===== config.mk =====
export PLATFORM = sky130hd
export DESIGN_NAME = two_anchor_position_solver
export DESIGN_NICKNAME = d
export VERILOG_FILES = /design/src/rtl/tapos_pkg.sv /design/src/rtl/tapos_div_cell.sv /design/src/rtl/tapos_sqrt_cell.sv /design/src/rtl/two_anchor_position_solver.sv
export SDC_FILE = /design/constraint.sdc
export NUM_CORES = 2
export LEC_CHECK = 0
export BUFFER_PORTS_ARGS = -buffer_cell sky130_fd_sc_hd__buf_2
export CAP_MARGIN = 20
export CELL_PAD_IN_SITES_DETAIL_PLACEMENT = 1
export CELL_PAD_IN_SITES_GLOBAL_PLACEMENT = 2
export CORE_MARGIN = 2
export CORE_UTILIZATION = 43
export CTS_CLUSTER_DIAMETER = 120
export CTS_CLUSTER_SIZE = 14
export DETAILED_ROUTE_END_ITERATION = 10
export PLACE_DENSITY_LB_ADDON = 0.1
export SYNTH_ARGS = -nofsm -noshare
export SYNTH_HDL_FRONTEND = slang
export SYNTH_SLANG_ARGS = --single-unit

===== constraint.sdc =====
create_clock -name clock -period 7.4 [get_ports clock]
set_clock_uncertainty 0.15 [all_clocks]
set_input_delay 1.48 -clock clock [delete_from_list [all_inputs] [get_ports clock]]
set_output_delay 1.48 -clock clock [all_outputs]
set_load 0.05 [all_outputs]

===== src/rtl/tapos_pkg.sv =====
// ----------------------------------------------------------------------------
// tapos_pkg: shared constants for the two-anchor position solver
// Field widths, register reset value and output saturation limits.
// ----------------------------------------------------------------------------
package tapos_pkg;

   localparam int BASE_BITS     = 10;
   localparam int DIV_BITS      = BASE_BITS + 1;   // divisor is 2 * baseline
   localparam int X_BITS        = 20;
   localparam int Y_BITS        = 10;
   localparam int DIST_BITS_DEF = 10;

   localparam logic [BASE_BITS-1:0] BASELINE_RST = BASE_BITS'(10);

   localparam logic [X_BITS-1:0] X_POS_MAX = {1'b0, {(X_BITS-1){1'b1}}};
   localparam logic [X_BITS-1:0] X_NEG_MIN = {1'b1, {(X_BITS-1){1'b0}}};
   localparam logic [Y_BITS-1:0] Y_MAX     = {Y_BITS{1'b1}};

   function automatic int max_int(input int a, input int b);
      return (a > b) ? a : b;
   endfunction

endpackage


===== src/rtl/tapos_div_cell.sv =====
// ----------------------------------------------------------------------------
// tapos_div_cell: one restoring division step
// Shifts one dividend bit into the partial remainder, trial-subtracts the
// divisor and shifts the quotient bit in at the bottom of the dividend word.
// ----------------------------------------------------------------------------
module tapos_div_cell #(
   parameter int MAG_BITS  = 21,
   parameter int SIDE_BITS = 1
) (
   input  logic                          clock,
   input  logic                          reset,
   input  logic                          in_valid,
   output logic                          in_ready,
   input  logic [tapos_pkg::DIV_BITS-1:0] in_rem,
   input  logic [MAG_BITS-1:0]           in_dq,
   input  logic [SIDE_BITS-1:0]          in_side,
   input  logic [tapos_pkg::DIV_BITS-1:0] divisor,
   output logic                          out_valid,
   input  logic                          out_ready,
   output logic [tapos_pkg::DIV_BITS-1:0] out_rem,
   output logic [MAG_BITS-1:0]           out_dq,
   output logic [SIDE_BITS-1:0]          out_side
);
   import tapos_pkg::*;

   logic                 valid_ff;
   logic [DIV_BITS-1:0]  rem_ff, rem_in;
   logic [MAG_BITS-1:0]  dq_ff, dq_in;
   logic [SIDE_BITS-1:0] side_ff;
   logic [DIV_BITS:0]    trial;
   logic                 fits;

   always_comb begin
      trial = {in_rem, in_dq[MAG_BITS-1]};
      fits  = (trial >= {1'b0, divisor});
      if (fits) begin
         rem_in = DIV_BITS'(trial - {1'b0, divisor});
      end else begin
         rem_in = trial[DIV_BITS-1:0];
      end
      dq_in = {in_dq[MAG_BITS-2:0], fits};
   end

   assign in_ready = !valid_ff || out_ready;

   always_ff @(posedge clock) begin
      if (reset) begin
         valid_ff <= 1'b0;
      end else if (in_ready) begin
         valid_ff <= in_valid;
      end
   end

   always_ff @(posedge clock) begin
      if (in_ready && in_valid) begin
         rem_ff  <= rem_in;
         dq_ff   <= dq_in;
         side_ff <= in_side;
      end
   end

   assign out_valid = valid_ff;
   assign out_rem   = rem_ff;
   assign out_dq    = dq_ff;
   assign out_side  = side_ff;

endmodule


===== src/rtl/tapos_sqrt_cell.sv =====
// ----------------------------------------------------------------------------
// tapos_sqrt_cell: one digit step of the integer square root
// Brings down two radicand bits, tries root*4+1 and settles one root bit.
// ----------------------------------------------------------------------------
module tapos_sqrt_cell #(
   parameter int ROOT_BITS = 10,
   parameter int SIDE_BITS = 1
) (
   input  logic                   clock,
   input  logic                   reset,
   input  logic                   in_valid,
   output logic                   in_ready,
   input  logic [ROOT_BITS+1:0]   in_rem,
   input  logic [ROOT_BITS-1:0]   in_root,
   input  logic [2*ROOT_BITS-1:0] in_rad,
   input  logic [SIDE_BITS-1:0]   in_side,
   output logic                   out_valid,
   input  logic                   out_ready,
   output logic [ROOT_BITS+1:0]   out_rem,
   output logic [ROOT_BITS-1:0]   out_root,
   output logic [2*ROOT_BITS-1:0] out_rad,
   output logic [SIDE_BITS-1:0]   out_side
);
   logic                   valid_ff;
   logic [ROOT_BITS+1:0]   rem_ff, rem_in;
   logic [ROOT_BITS-1:0]   root_ff, root_in;
   logic [2*ROOT_BITS-1:0] rad_ff, rad_in;
   logic [SIDE_BITS-1:0]   side_ff;
   logic [ROOT_BITS+3:0]   shifted, trial;
   logic                   fits;

   always_comb begin
      shifted = {in_rem, in_rad[2*ROOT_BITS-1 -: 2]};
      trial   = {2'b00, in_root, 2'b01};
      fits    = (shifted >= trial);
      if (fits) begin
         rem_in = (ROOT_BITS+2)'(shifted - trial);
      end else begin
         rem_in = shifted[ROOT_BITS+1:0];
      end
      root_in = {in_root[ROOT_BITS-2:0], fits};
      rad_in  = {in_rad[2*ROOT_BITS-3:0], 2'b00};
   end

   assign in_ready = !valid_ff || out_ready;

   always_ff @(posedge clock) begin
      if (reset) begin
         valid_ff <= 1'b0;
      end else if (in_ready) begin
         valid_ff <= in_valid;
      end
   end

   always_ff @(posedge clock) begin
      if (in_ready && in_valid) begin
         rem_ff  <= rem_in;
         root_ff <= root_in;
         rad_ff  <= rad_in;
         side_ff <= in_side;
      end
   end

   assign out_valid = valid_ff;
   assign out_rem   = rem_ff;
   assign out_root  = root_ff;
   assign out_rad   = rad_ff;
   assign out_side  = side_ff;

endmodule


===== src/rtl/two_anchor_position_solver.sv =====
// ----------------------------------------------------------------------------
// two_anchor_position_solver: bilateration from two anchor distances
// Anchors sit at (0,0) and (baseline,0). For every distance pair the block
// returns x = (d1^2 + b^2 - d2^2) / (2b), truncated toward zero, and y =
// floor(sqrt(d1^2 - x^2)), or a no-solution flag if the circles miss or b = 0.
//
// Usage:
//  - req_* : one transaction per node (two distances and a last-node mark).
//  - rsp_* : one transaction per node, in arrival order.
//  - csr_* : write the baseline; csr_ready is always high. Write it only
//            while no node is in flight.
//  - A node passes the square and numerator registers, the divider chain
//    (one quotient bit per cell), the x-check and radicand registers, the
//    root chain (one root bit per cell) and the output register. MAG_BITS,
//    the numerator magnitude width, is max(2*DIST_BITS, 20) + 1.
//  - Throughput is one node per cycle while rsp_ready stays high: every stage
//    holds a transaction and takes a new one whenever it is empty or its neighbor takes its content.
//  - When rsp_ready is low, hold the result and fill empty stages; once all
//    stages are full, drop req_ready.
//  - Reset empties the pipeline and sets the baseline to 10.
// ----------------------------------------------------------------------------
module two_anchor_position_solver #(
   parameter int DIST_BITS = tapos_pkg::DIST_BITS_DEF
) (
   input  logic                                clock,
   input  logic                                reset,
   input  logic                                req_valid,
   output logic                                req_ready,
   input  logic [DIST_BITS-1:0]                req_dist_near,
   input  logic [DIST_BITS-1:0]                req_dist_far,
   input  logic                                req_last_node,
   output logic                                rsp_valid,
   input  logic                                rsp_ready,
   output logic signed [tapos_pkg::X_BITS-1:0] rsp_pos_x,
   output logic [tapos_pkg::Y_BITS-1:0]        rsp_pos_y,
   output logic                                rsp_no_solution,
   output logic                                rsp_last_out,
   input  logic                                csr_valid,
   output logic                                csr_ready,
   input  logic [tapos_pkg::BASE_BITS-1:0]     csr_baseline
);
   import tapos_pkg::*;

   // Magnitude of the numerator; it also bounds the quotient magnitude.
   localparam int SQ_BITS   = 2 * DIST_BITS;
   localparam int MAG_BITS  = max_int(SQ_BITS, 2 * BASE_BITS) + 1;
   localparam int DSIDE     = SQ_BITS + DIST_BITS + 2;   // last, neg, d1^2, d1
   localparam int RSIDE     = X_BITS + 2;                // last, none, x
   localparam int YW        = max_int(DIST_BITS, Y_BITS);

   // ------------------------------------------------------------------------
   // Baseline register
   // ------------------------------------------------------------------------
   logic [BASE_BITS-1:0] baseline_ff;
   logic [DIV_BITS-1:0]  divisor;
   logic                 base_zero;

   assign csr_ready = 1'b1;

   always_ff @(posedge clock) begin
      if (reset) begin
         baseline_ff <= BASELINE_RST;
      end else if (csr_valid && csr_ready) begin
         baseline_ff <= csr_baseline;
      end
   end

   assign divisor   = {baseline_ff, 1'b0};
   assign base_zero = (baseline_ff == '0);

   // ------------------------------------------------------------------------
   // Stage 1: squares of both distances and of the baseline
   // ------------------------------------------------------------------------
   logic                     pwr_v_ff;
   logic                     pwr_ready;
   logic [DIST_BITS-1:0]     pwr_d1_ff;
   logic [SQ_BITS-1:0]       pwr_d1sq_ff, pwr_d1sq_in;
   logic [SQ_BITS-1:0]       pwr_d2sq_ff, pwr_d2sq_in;
   logic [2*BASE_BITS-1:0]   pwr_bsq_ff, pwr_bsq_in;
   logic                     pwr_last_ff;
   logic                     num_ready;

   assign pwr_ready = !pwr_v_ff || num_ready;
   assign req_ready = pwr_ready;

   always_comb begin
      pwr_d1sq_in = SQ_BITS'(req_dist_near) * SQ_BITS'(req_dist_near);
      pwr_d2sq_in = SQ_BITS'(req_dist_far) * SQ_BITS'(req_dist_far);
      pwr_bsq_in  = (2*BASE_BITS)'(baseline_ff) * (2*BASE_BITS)'(baseline_ff);
   end

   always_ff @(posedge clock) begin
      if (reset) begin
         pwr_v_ff <= 1'b0;
      end else if (pwr_ready) begin
         pwr_v_ff <= req_valid;
      end
   end

   always_ff @(posedge clock) begin
      if (req_valid && pwr_ready) begin
         pwr_d1_ff   <= req_dist_near;
         pwr_d1sq_ff <= pwr_d1sq_in;
         pwr_d2sq_ff <= pwr_d2sq_in;
         pwr_bsq_ff  <= pwr_bsq_in;
         pwr_last_ff <= req_last_node;
      end
   end

   // ------------------------------------------------------------------------
   // Stage 2: numerator, split into sign and magnitude for the divider
   // ------------------------------------------------------------------------
   logic                 num_v_ff;
   logic [MAG_BITS-1:0]  num_mag_ff, num_mag_in;
   logic                 num_neg_ff, num_neg_in;
   logic [DIST_BITS-1:0] num_d1_ff;
   logic [SQ_BITS-1:0]   num_d1sq_ff;
   logic                 num_last_ff;
   logic [MAG_BITS:0]    num_wide;

   logic                div_v   [0:MAG_BITS];
   logic                div_r   [0:MAG_BITS];
   logic [DIV_BITS-1:0] div_rem [0:MAG_BITS];
   logic [MAG_BITS-1:0] div_dq  [0:MAG_BITS];
   logic [DSIDE-1:0]    div_side[0:MAG_BITS];

   assign num_ready = !num_v_ff || div_r[0];

   always_comb begin
      num_wide = (MAG_BITS+1)'(pwr_d1sq_ff) + (MAG_BITS+1)'(pwr_bsq_ff)
               - (MAG_BITS+1)'(pwr_d2sq_ff);
      num_neg_in = num_wide[MAG_BITS];
      if (num_neg_in) begin
         num_mag_in = MAG_BITS'((MAG_BITS+1)'(0) - num_wide);
      end else begin
         num_mag_in = num_wide[MAG_BITS-1:0];
      end
   end

   always_ff @(posedge clock) begin
      if (reset) begin
         num_v_ff <= 1'b0;
      end else if (num_ready) begin
         num_v_ff <= pwr_v_ff;
      end
   end

   always_ff @(posedge clock) begin
      if (pwr_v_ff && num_ready) begin
         num_mag_ff  <= num_mag_in;
         num_neg_ff  <= num_neg_in;
         num_d1_ff   <= pwr_d1_ff;
         num_d1sq_ff <= pwr_d1sq_ff;
         num_last_ff <= pwr_last_ff;
      end
   end

   // ------------------------------------------------------------------------
   // Divider chain: one quotient bit per cell, MSB first
   // ------------------------------------------------------------------------
   assign div_v[0]    = num_v_ff;
   assign div_rem[0]  = '0;
   assign div_dq[0]   = num_mag_ff;
   assign div_side[0] = {num_last_ff, num_neg_ff, num_d1sq_ff, num_d1_ff};

   for (genvar i = 0; i < MAG_BITS; i++) begin : g_div
      tapos_div_cell #(
         .MAG_BITS (MAG_BITS),
         .SIDE_BITS(DSIDE)
      ) u_cell (
         .clock    (clock),
         .reset    (reset),
         .in_valid (div_v[i]),
         .in_ready (div_r[i]),
         .in_rem   (div_rem[i]),
         .in_dq    (div_dq[i]),
         .in_side  (div_side[i]),
         .divisor  (divisor),
         .out_valid(div_v[i+1]),
         .out_ready(div_r[i+1]),
         .out_rem  (div_rem[i+1]),
         .out_dq   (div_dq[i+1]),
         .out_side (div_side[i+1])
      );
   end

   // ------------------------------------------------------------------------
   // Stage 3: signed, saturated x and the no-solution check
   // ------------------------------------------------------------------------
   logic                 chk_v_ff;
   logic                 chk_ready;
   logic [X_BITS-1:0]    chk_x_ff, chk_x_in;
   logic                 chk_none_ff, chk_none_in;
   logic [DIST_BITS-1:0] chk_ax_ff, chk_ax_in;
   logic [SQ_BITS-1:0]   chk_d1sq_ff;
   logic                 chk_last_ff;
   logic [MAG_BITS-1:0]  quo;
   logic                 quo_neg;
   logic [SQ_BITS-1:0]   quo_d1sq;
   logic [DIST_BITS-1:0] quo_d1;
   logic                 quo_last;
   logic                 rad_ready;

   assign div_r[MAG_BITS] = chk_ready;
   assign chk_ready       = !chk_v_ff || rad_ready;
   assign quo             = div_dq[MAG_BITS];
   assign {quo_last, quo_neg, quo_d1sq, quo_d1} = div_side[MAG_BITS];

   always_comb begin
      chk_none_in = base_zero || (quo > MAG_BITS'(quo_d1));
      chk_ax_in   = chk_none_in ? '0 : quo[DIST_BITS-1:0];
      if (base_zero) begin
         chk_x_in = '0;
      end else if (!quo_neg) begin
         chk_x_in = (quo > MAG_BITS'(X_POS_MAX)) ? X_POS_MAX : quo[X_BITS-1:0];
      end else if (quo > MAG_BITS'(X_NEG_MIN)) begin
         chk_x_in = X_NEG_MIN;
      end else begin
         chk_x_in = X_BITS'(0) - quo[X_BITS-1:0];
      end
   end

   always_ff @(posedge clock) begin
      if (reset) begin
         chk_v_ff <= 1'b0;
      end else if (chk_ready) begin
         chk_v_ff <= div_v[MAG_BITS];
      end
   end

   always_ff @(posedge clock) begin
      if (div_v[MAG_BITS] && chk_ready) begin
         chk_x_ff    <= chk_x_in;
         chk_none_ff <= chk_none_in;
         chk_ax_ff   <= chk_ax_in;
         chk_d1sq_ff <= quo_d1sq;
         chk_last_ff <= quo_last;
      end
   end

   // ------------------------------------------------------------------------
   // Stage 4: radicand d1^2 - x^2 (x forced to zero when there is no root)
   // ------------------------------------------------------------------------
   logic                 rad_v_ff;
   logic [SQ_BITS-1:0]   rad_val_ff, rad_val_in;
   logic [X_BITS-1:0]    rad_x_ff;
   logic                 rad_none_ff;
   logic                 rad_last_ff;

   logic                   rt_v   [0:DIST_BITS];
   logic                   rt_r   [0:DIST_BITS];
   logic [DIST_BITS+1:0]   rt_rem [0:DIST_BITS];
   logic [DIST_BITS-1:0]   rt_root[0:DIST_BITS];
   logic [SQ_BITS-1:0]     rt_rad [0:DIST_BITS];
   logic [RSIDE-1:0]       rt_side[0:DIST_BITS];

   assign rad_ready  = !rad_v_ff || rt_r[0];
   assign rad_val_in = chk_d1sq_ff - SQ_BITS'(chk_ax_ff) * SQ_BITS'(chk_ax_ff);

   always_ff @(posedge clock) begin
      if (reset) begin
         rad_v_ff <= 1'b0;
      end else if (rad_ready) begin
         rad_v_ff <= chk_v_ff;
      end
   end

   always_ff @(posedge clock) begin
      if (chk_v_ff && rad_ready) begin
         rad_val_ff  <= rad_val_in;
         rad_x_ff    <= chk_x_ff;
         rad_none_ff <= chk_none_ff;
         rad_last_ff <= chk_last_ff;
      end
   end

   // ------------------------------------------------------------------------
   // Root chain: one root bit per cell, MSB first
   // ------------------------------------------------------------------------
   assign rt_v[0]    = rad_v_ff;
   assign rt_rem[0]  = '0;
   assign rt_root[0] = '0;
   assign rt_rad[0]  = rad_val_ff;
   assign rt_side[0] = {rad_last_ff, rad_none_ff, rad_x_ff};

   for (genvar j = 0; j < DIST_BITS; j++) begin : g_root
      tapos_sqrt_cell #(
         .ROOT_BITS(DIST_BITS),
         .SIDE_BITS(RSIDE)
      ) u_cell (
         .clock    (clock),
         .reset    (reset),
         .in_valid (rt_v[j]),
         .in_ready (rt_r[j]),
         .in_rem   (rt_rem[j]),
         .in_root  (rt_root[j]),
         .in_rad   (rt_rad[j]),
         .in_side  (rt_side[j]),
         .out_valid(rt_v[j+1]),
         .out_ready(rt_r[j+1]),
         .out_rem  (rt_rem[j+1]),
         .out_root (rt_root[j+1]),
         .out_rad  (rt_rad[j+1]),
         .out_side (rt_side[j+1])
      );
   end

   // ------------------------------------------------------------------------
   // Output register: saturate y, zero it when there is no solution
   // ------------------------------------------------------------------------
   logic              out_v_ff;
   logic              out_ready;
   logic [X_BITS-1:0] out_x_ff;
   logic [Y_BITS-1:0] out_y_ff, out_y_in;
   logic              out_none_ff;
   logic              out_last_ff;
   logic [YW-1:0]     root_ext;
   logic [X_BITS-1:0] fin_x;
   logic              fin_none;
   logic              fin_last;

   assign out_ready         = !out_v_ff || rsp_ready;
   assign rt_r[DIST_BITS]   = out_ready;
   assign {fin_last, fin_none, fin_x} = rt_side[DIST_BITS];
   assign root_ext          = YW'(rt_root[DIST_BITS]);

   always_comb begin
      if (fin_none) begin
         out_y_in = '0;
      end else if (root_ext > YW'(Y_MAX)) begin
         out_y_in = Y_MAX;
      end else begin
         out_y_in = root_ext[Y_BITS-1:0];
      end
   end

   always_ff @(posedge clock) begin
      if (reset) begin
         out_v_ff <= 1'b0;
      end else if (out_ready) begin
         out_v_ff <= rt_v[DIST_BITS];
      end
   end

   always_ff @(posedge clock) begin
      if (rt_v[DIST_BITS] && out_ready) begin
         out_x_ff    <= fin_x;
         out_y_ff    <= out_y_in;
         out_none_ff <= fin_none;
         out_last_ff <= fin_last;
      end
   end

   assign rsp_valid       = out_v_ff;
   assign rsp_pos_x       = $signed(out_x_ff);
   assign rsp_pos_y       = out_y_ff;
   assign rsp_no_solution = out_none_ff;
   assign rsp_last_out    = out_last_ff;

endmodule

# Word level (Yosys, flattened, before mapping)
# Index checks and enable logic that the tools add are counted.
[classes] addsub=34 shifts=0 n_mux=34 bitwise_logic=0 mul=4 magnitude_cmp=35 div=0 n_eq_ne=0 reduce_logical=110
[op_table] op="12-bit by 11-bit greater-or-equal comparator with 1-bit output" count=20
[op_table] op="11-bit 2-to-1 mux" count=19
[op_table] op="11-bit subtractor" count=19
[op_table] op="12-bit 2-to-1 mux" count=8
[op_table] op="10-bit by 10-bit multiplier with 20-bit output" count=4
[op_table] op="20-bit 2-to-1 mux" count=3
[op_table] op="1-bit logical OR" count=37
[op_table] op="1-bit logical AND" count=36
[op_table] op="1-bit logical NOT" count=36
[op_table] op="21-bit by 20-bit subtractor with 22-bit output" count=1
[op_table] op="20-bit by 20-bit adder with 21-bit output" count=1
[op_table] op="21-bit by 10-bit > comparator with 1-bit output" count=1
[op_table] op="21-bit by 19-bit > comparator with 1-bit output, second input constant" count=1
[op_table] op="21-bit by 20-bit > comparator with 1-bit output, second input constant" count=1
[op_table] op="21-bit 2-to-1 mux" count=1
[op_table] op="1-bit by 21-bit subtractor with 21-bit output, first input constant" count=1
[op_table] op="1-bit by 20-bit subtractor with 20-bit output, first input constant" count=1
[op_table] op="20-bit subtractor" count=1
[op_table] op="14-bit by 10-bit greater-or-equal comparator with 1-bit output" count=1
[op_table] op="14-bit by 11-bit greater-or-equal comparator with 1-bit output" count=1
[op_table] op="14-bit by 3-bit greater-or-equal comparator with 1-bit output" count=1
[op_table] op="14-bit by 4-bit greater-or-equal comparator with 1-bit output" count=1
[op_table] op="14-bit by 5-bit greater-or-equal comparator with 1-bit output" count=1
[op_table] op="14-bit by 6-bit greater-or-equal comparator with 1-bit output" count=1
[op_table] op="other kinds (20)" count=20
[totals] out_inout_bits=35 reg_bits=2093 rom_bits=0 word_cells=379 latchBits=0 n_memories=0 input_bits=36 ramBits=0

# Depth between registers and ports, before layout
[depth] word_depth=38 depth_mapped=21 depth_no_buf=20

# By module
# From an unflattened synthesis, not the netlist that was laid out.
[unflattened] cells_unflattened=7716 hier_area_um2=106178.1
[modules_own_cells] module="tapos_div_cell" cells_per_inst=179 n_inst=21 seq_area_each_um2=1941.9 area_each_um2=2717.6
[modules_own_cells] module="tapos_sqrt_cell" cells_per_inst=179 n_inst=10 seq_area_each_um2=1881.8 area_each_um2=2641.3
[modules_own_cells] module="two_anchor_position_solver" cells_per_inst=2167 n_inst=1 seq_area_each_um2=7627.3 area_each_um2=22695.5

# Worst setup path before layout
# OpenSTA, ideal clock, no wires.
[synth_path] path_type="input to register" startpoint="in rsp_ready" endpoint="reg g_div[10].u_cell.dq_ff[0], enable pin" t_required_ns=6.674 setup_time_ns=0.576 path_slack_ns=-0.040 path_stages=7 arrival_ns=6.713 n_path_buf=1 path_cell_list="nand4bb_1 -> nor4_1 -> nand2_1 -> nor3_1 -> and2_1 -> clkbuf_1 -> a21boi_0"
[synth_between] elab_chain_len=25
[synth_lines] item="start: declaration" line="two_anchor_position_solver.sv:33" text="input logic rsp_ready,"
[synth_lines] item="1-bit logical OR" line="two_anchor_position_solver.sv:322" text="assign out_ready = !out_v_ff || rsp_ready;"
[synth_lines] item="1-bit logical OR (10 in a row)" line="tapos_sqrt_cell.sv:45" text="assign in_ready = !valid_ff || out_ready;"
[synth_lines] item="1-bit logical OR" line="two_anchor_position_solver.sv:257" text="assign rad_ready = !rad_v_ff || rt_r[0];"
[synth_lines] item="1-bit logical OR" line="two_anchor_position_solver.sv:205" text="assign chk_ready = !chk_v_ff || rad_ready;"
[synth_lines] item="1-bit logical OR (11 in a row)" line="tapos_div_cell.sv:44" text="assign in_ready = !valid_ff || out_ready;"
[synth_lines] item="1-bit logical AND" line="tapos_div_cell.sv:55" text="if (in_ready && in_valid) begin"
[synth_lines] item="end signal: assignment" line="tapos_div_cell.sv:57" text="dq_ff <= dq_in;"
[synth_lines] item="end: declaration" line="tapos_div_cell.sv:28" text="logic [MAG_BITS-1:0] dq_ff, dq_in;"
# No other way between the ends.
# A chain may end at the register's enable or synchronous reset.

# Final worst setup path
[layout_path] startpoint="reg baseline_ff[8]" endpoint="reg pwr_bsq_ff[19], data pin"
[layout_between] elab_chain_len=1
[layout_lines] item="start: declaration" line="two_anchor_position_solver.sv:54" text="logic [BASE_BITS-1:0] baseline_ff;"
[layout_lines] item="start signal: assignment" line="two_anchor_position_solver.sv:64" text="baseline_ff <= csr_baseline;"
[layout_lines] item="10-bit by 10-bit multiplier with 20-bit output" line="two_anchor_position_solver.sv:89" text="pwr_bsq_in = (2*BASE_BITS)'(baseline_ff) * (2*BASE_BITS)'(baseline_ff);"
[layout_lines] item="named net pwr_bsq_in[19]" line="two_anchor_position_solver.sv:79" text="logic [2*BASE_BITS-1:0] pwr_bsq_ff, pwr_bsq_in;"
[layout_lines] item="end signal: assignment" line="two_anchor_position_solver.sv:105" text="pwr_bsq_ff <= pwr_bsq_in;"
[layout_lines] item="end: declaration" line="two_anchor_position_solver.sv:79"
# The timed path passes the listed nets, and every way through them passes these cells.

==> results.txt <==
The flow ran to the end, and the final reports show no timing, DRC or antenna violations. The xor and xnor fraction of the mapped netlist area came out at 0.0245. The number of instances resized during post-cts repair is 0. Yosys mapped a number of flops with a built-in enable equal to around 2,000. The portion of the clock cycle consumed by the worst path in the final layout came out at 0.832.

The hold violation count in the final report is 0. Of the post-synthesis cell area, the part taken by muxes is 0.0235. The required time at the endpoint of the critical path is 7.82 ns.

Setup repair after global routing left no endpoint under its margin. Measured against its own limit, the worst slew margin works out to 0.338. In the routed design, unresolved DRC markers number 0. Of all cell types, the one taking the most synthesized area is edfxtp_1. The shortest period the worst path allows is approximately 6.2 ns. The type of origin of the critical path is a flip-flop. The starting density of the core came out at 0.433. The global-route total usage across every layer came out at 0.166.

After clock tree synthesis, the setup repair step added 0 buffers. The total of max-cap violations came out at 0. The share of synthesized cell area in full adder, half adder and majority cells came out at 0.124. By area the synthesized netlist is led by edfxtp_1 67%, ha_1 6.9%, fa_1 5.5%. The I/O pin count is 71.

Setup slack on the critical path of the routed design comes to 1.24 ns. The final hold slack came out at 0.232 ns. The min-delay analysis places its worst path in the category flip-flop to flip-flop. The analysis attributes to cell leakage a power of around 36 nW. The max-slew violation count is 0. The wire length reported by the detailed router came out at 173,000 µm.

Setup violations remaining at the end of the flow were counted as 0. The proportion of netlist area held by the largest area contributor came out at 0.667. The upper clock frequency limit came out at 0.162 GHz. The critical path is of the flip-flop to flip-flop type. The floorplan step set the die width to 461 µm.

After detailed routing, the average wire length per cell comes to between 15 and 20 µm. The area growth from synthesis to layout came out at 10.1%. For this run the aggregate overflow at the end of global routing stands at 0.

The via count of the first global-routing pass came out at 49,100. The total of warnings raised by yosys is 0. Of the total synthesized cell area, the portion taken by AND, OR, NAND and NOR gates is 0.0698.

IR analysis of the VDD net gives a maximum drop of 0.267 mV. The clock latency of the later-clocked register in the worst-skew pair is between 0.8 and 0.9 ns. The data arrival time at the worst-slack endpoint came out at 6.58 ns. Clock-pin slew was measured on the worst setup and hold paths at 0.07 ns. The number of clock buffers added by TritonCTS is 166. The power per cell area came out at 264 mW/mm². The first-pass GRT wire length is 274,000 µm. The utilization of the core after routing is 0.477. For the pin with the worst max-slew slack, the measured transition is between 0.9 and 1 ns. The number of rows created at floorplan came out at roughly 170. The number of antenna violations at the first check in global routing was 2. The count of port buffers added during placement came out at 69. The category of the worst setup path capture point is a flip-flop.

The routed layout has around 45,000 vias. The maximum fanout count along the critical path came out at 14. The count of antenna-violating nets left after detailed routing came out at 0. The half-perimeter wire length after placement came out at around 120,000 µm. The final setup TNS is 0 ns.

The number of buffers between clock root and the deepest sink came out at 3. The largest net degree at the start of global routing came out at 63. The distinct cell type count after synthesis came out at between 70 and 80.

The core region is 0.207 mm². The layout net count is about 7,000. The sequential share of the synthesized area is 0.677.

The cell area that synthesis handed to floorplanning was approximately 0.090 mm². The hold buffer count at CTS is 0. The main flop type after synthesis is edfxtp_1.

The filler cell count is 20,300. Before antenna repair, the detailed router went through 5 iterations. From bottom edge to top edge, the die measures roughly 460 µm. The proportion of synthesized flip-flops having asynchronous set or reset came out at 0. The worst setup slack after placement came out at roughly 0.66 ns. The TritonCTS clock tree is yes. The root buffer selected by CTS is clkbuf_16. The die covers 0.213 mm². By area, the combinational part of the netlist is dominated by adder cells. The compound-gate portion of the synthesized area came to 0.0513. The global placer's final weighted congestion is 0.798. The detail-routed via count per cell is 5.02. Counting every instance in the synthesized netlist gives 5,937. The count of state elements after synthesis came out at 2,042.

The number of H-tree branching levels came out at 4. The CTS sink count is 2,042. For this block, the initial DRC count from the detailed router was just under 2,000. A synthesized cell averages 15.1 µm². Of the cells placed in the final design, the portion with a size suffix greater than 1 is 0.0874.
==> layout make-up <==
| cell class | count | area [µm²] | area share |
|---|---|---|---|
| well taps | 2788 | 3490 | 0.0352 |
| multi-input cells | 3192 | 26800 | 0.270 |
| clock inverters | 19 | 362 | 0.00365 |
| repair buffers | 137 | 873 | 0.00882 |
| clock buffers | 208 | 4330 | 0.0438 |
| flip-flops and latches | 2042 | 60900 | 0.615 |
| diodes | 2 | 5.00 | 0.0000505 |
| inverters | 618 | 2320 | 0.0234 |
==> per-stage QoR <==
step,area [µm²],total power [mW],instances
2_1_floorplan,89900,17.2,5939
3_3_place_gp,94300,18.4,8775
3_5_place_dp,94300,18.4,8775
4_1_cts,99000,26.6,9002
5_1_grt,99000,27.6,9005
6_report,99000,26.2,9006
==> per-layer routing <==
metal	track usage	wire, µm
met5	0	0
met4	0.0364	3000
met3	0.0220	3780
met2	0.308	92000
met1	0.203	74500
==> path summary, 6_finish.rpt <==
| path | from | endpoint | slack (ns) | cells after the start |
|---|---|---|---|---|
| min | g_div[1].u_cell.out_dq[6] | g_div[2].u_cell.out_dq[7] | 0.23 | 0 |
| max | baseline_ff[8] | pwr_bsq_ff[19] | 1.24 | 15 |
| max reg2reg | baseline_ff[8] | pwr_bsq_ff[19] | 1.24 | 15 |
| min reg2reg | g_div[1].u_cell.out_dq[6] | g_div[2].u_cell.out_dq[7] | 0.23 | 0 |
==> synth_stat cells, types with 8 or more instances <==
| cell type | n |
|---|---|
| edfxtp_1 | 1996 |
| o31ai_1 | 24 |
| or2_2 | 18 |
| nand2b_1 | 41 |
| nand3b_1 | 8 |
| nor4_1 | 22 |
| dfxtp_1 | 46 |
| o211ai_1 | 13 |
| nor3_1 | 104 |
| nor3b_1 | 29 |
| mux2i_1 | 50 |
| nor2b_1 | 97 |
| inv_1 | 611 |
| xnor2_1 | 178 |
| o211a_1 | 10 |
| o21bai_1 | 8 |
| o21ai_0 | 204 |
| o21a_1 | 47 |
| o41ai_1 | 8 |
| fa_1 | 246 |
| nand4_1 | 46 |
| clkbuf_1 | 67 |
| a21oi_1 | 205 |
| nor2_1 | 354 |
| a31oi_1 | 20 |
| ha_1 | 499 |
| buf_1 | 15 |
| xor2_1 | 73 |
| a21o_1 | 44 |
| or4_1 | 12 |
| a211oi_1 | 14 |
| and2_1 | 98 |
| or3_1 | 17 |
| a21boi_0 | 87 |
| and3_1 | 23 |
| mux2_2 | 143 |
| a211o_1 | 16 |
| nand2_1 | 269 |
| nand3_1 | 86 |
| nand4b_1 | 22 |
==> critical path, stage by stage (launching register included) <==
cell and delay [ns]:
dfxtp_1 0.43, clkinv_1 0.66, nor2_1 0.52, fa_1 0.49
fa_1 0.54, fa_1 0.44, fa_1 0.57, fa_1 0.43
ha_1 0.35, and3_1 0.22, nand3_1 0.09, nor2b_1 0.28
a211oi_1 0.14, nor3_1 0.33, a21oi_1 0.14, xnor2_1 0.14
==> placed cells by master (no fill, tap or decap), drive strengths merged, types with 15 or more instances in the layout <==
cell type / synthesis / final
ha: 499 / 499
nand3: 86 / 86
inv: 611 / 617
fa: 246 / 246
nor2b: 97 / 97
xor2: 73 / 73
xnor2: 178 / 178
clkbuf: 68 / 209
nand4b: 23 / 23
buf: 19 / 136
nor3: 106 / 106
nor4: 23 / 23
o21ai: 205 / 205
a31oi: 20 / 20
mux2: 143 / 143
mux2i: 50 / 50
nand2b: 41 / 41
a211oi: 15 / 15
a21oi: 206 / 206
or3: 17 / 17
nor3b: 29 / 29
nor2: 354 / 354
and2: 99 / 99
a21o: 44 / 44
o31ai: 24 / 24
and3: 23 / 23
clkinv: 7 / 20
or2: 19 / 19
dfxtp: 46 / 46
nand4: 46 / 46
nand2: 270 / 270
a211o: 16 / 16
edfxtp: 1996 / 1996
o21a: 47 / 47
a21boi: 87 / 87
==> registers in the layout, summed over array words and instances, names as in the netlist, 18 cells and up <==
signal	count
chk_d1sq_ff	19
pwr_d1sq_ff	18
g_root.u_cell.out_root	55
pwr_bsq_ff	19
g_root.u_cell.out_rem	97
pwr_d2sq_ff	19
rsp_pos_x	20
rad_x_ff	20
num_d1sq_ff	18
g_div.u_cell.out_valid	21
g_root.u_cell.out_side	220
num_mag_ff	21
g_div.u_cell.out_dq	441
chk_x_ff	20
rad_val_ff	20
g_root.u_cell.out_rad	90
g_div.u_cell.out_side	630
g_div.u_cell.out_rem	220
==> kinds of logic after synthesis <==
logic type	Yosys count
and+or+nand+nor	1261
muxes	193
xor gates and xnor gates	251
AOI/OAI and AO/OA	738
buffers and inverters	705
DFF	2042
adders and majority gates	745
other	2
==> where the power goes <==
group          internal, mW  leakage (nW)  total (mW)  switching [mW]
combinational          2.03          15.3        4.85            2.82
clock                  4.14          2.26        8.09            3.95
sequential             13.1          18.4        13.2           0.169
Power figures use the tool's default switching activity.
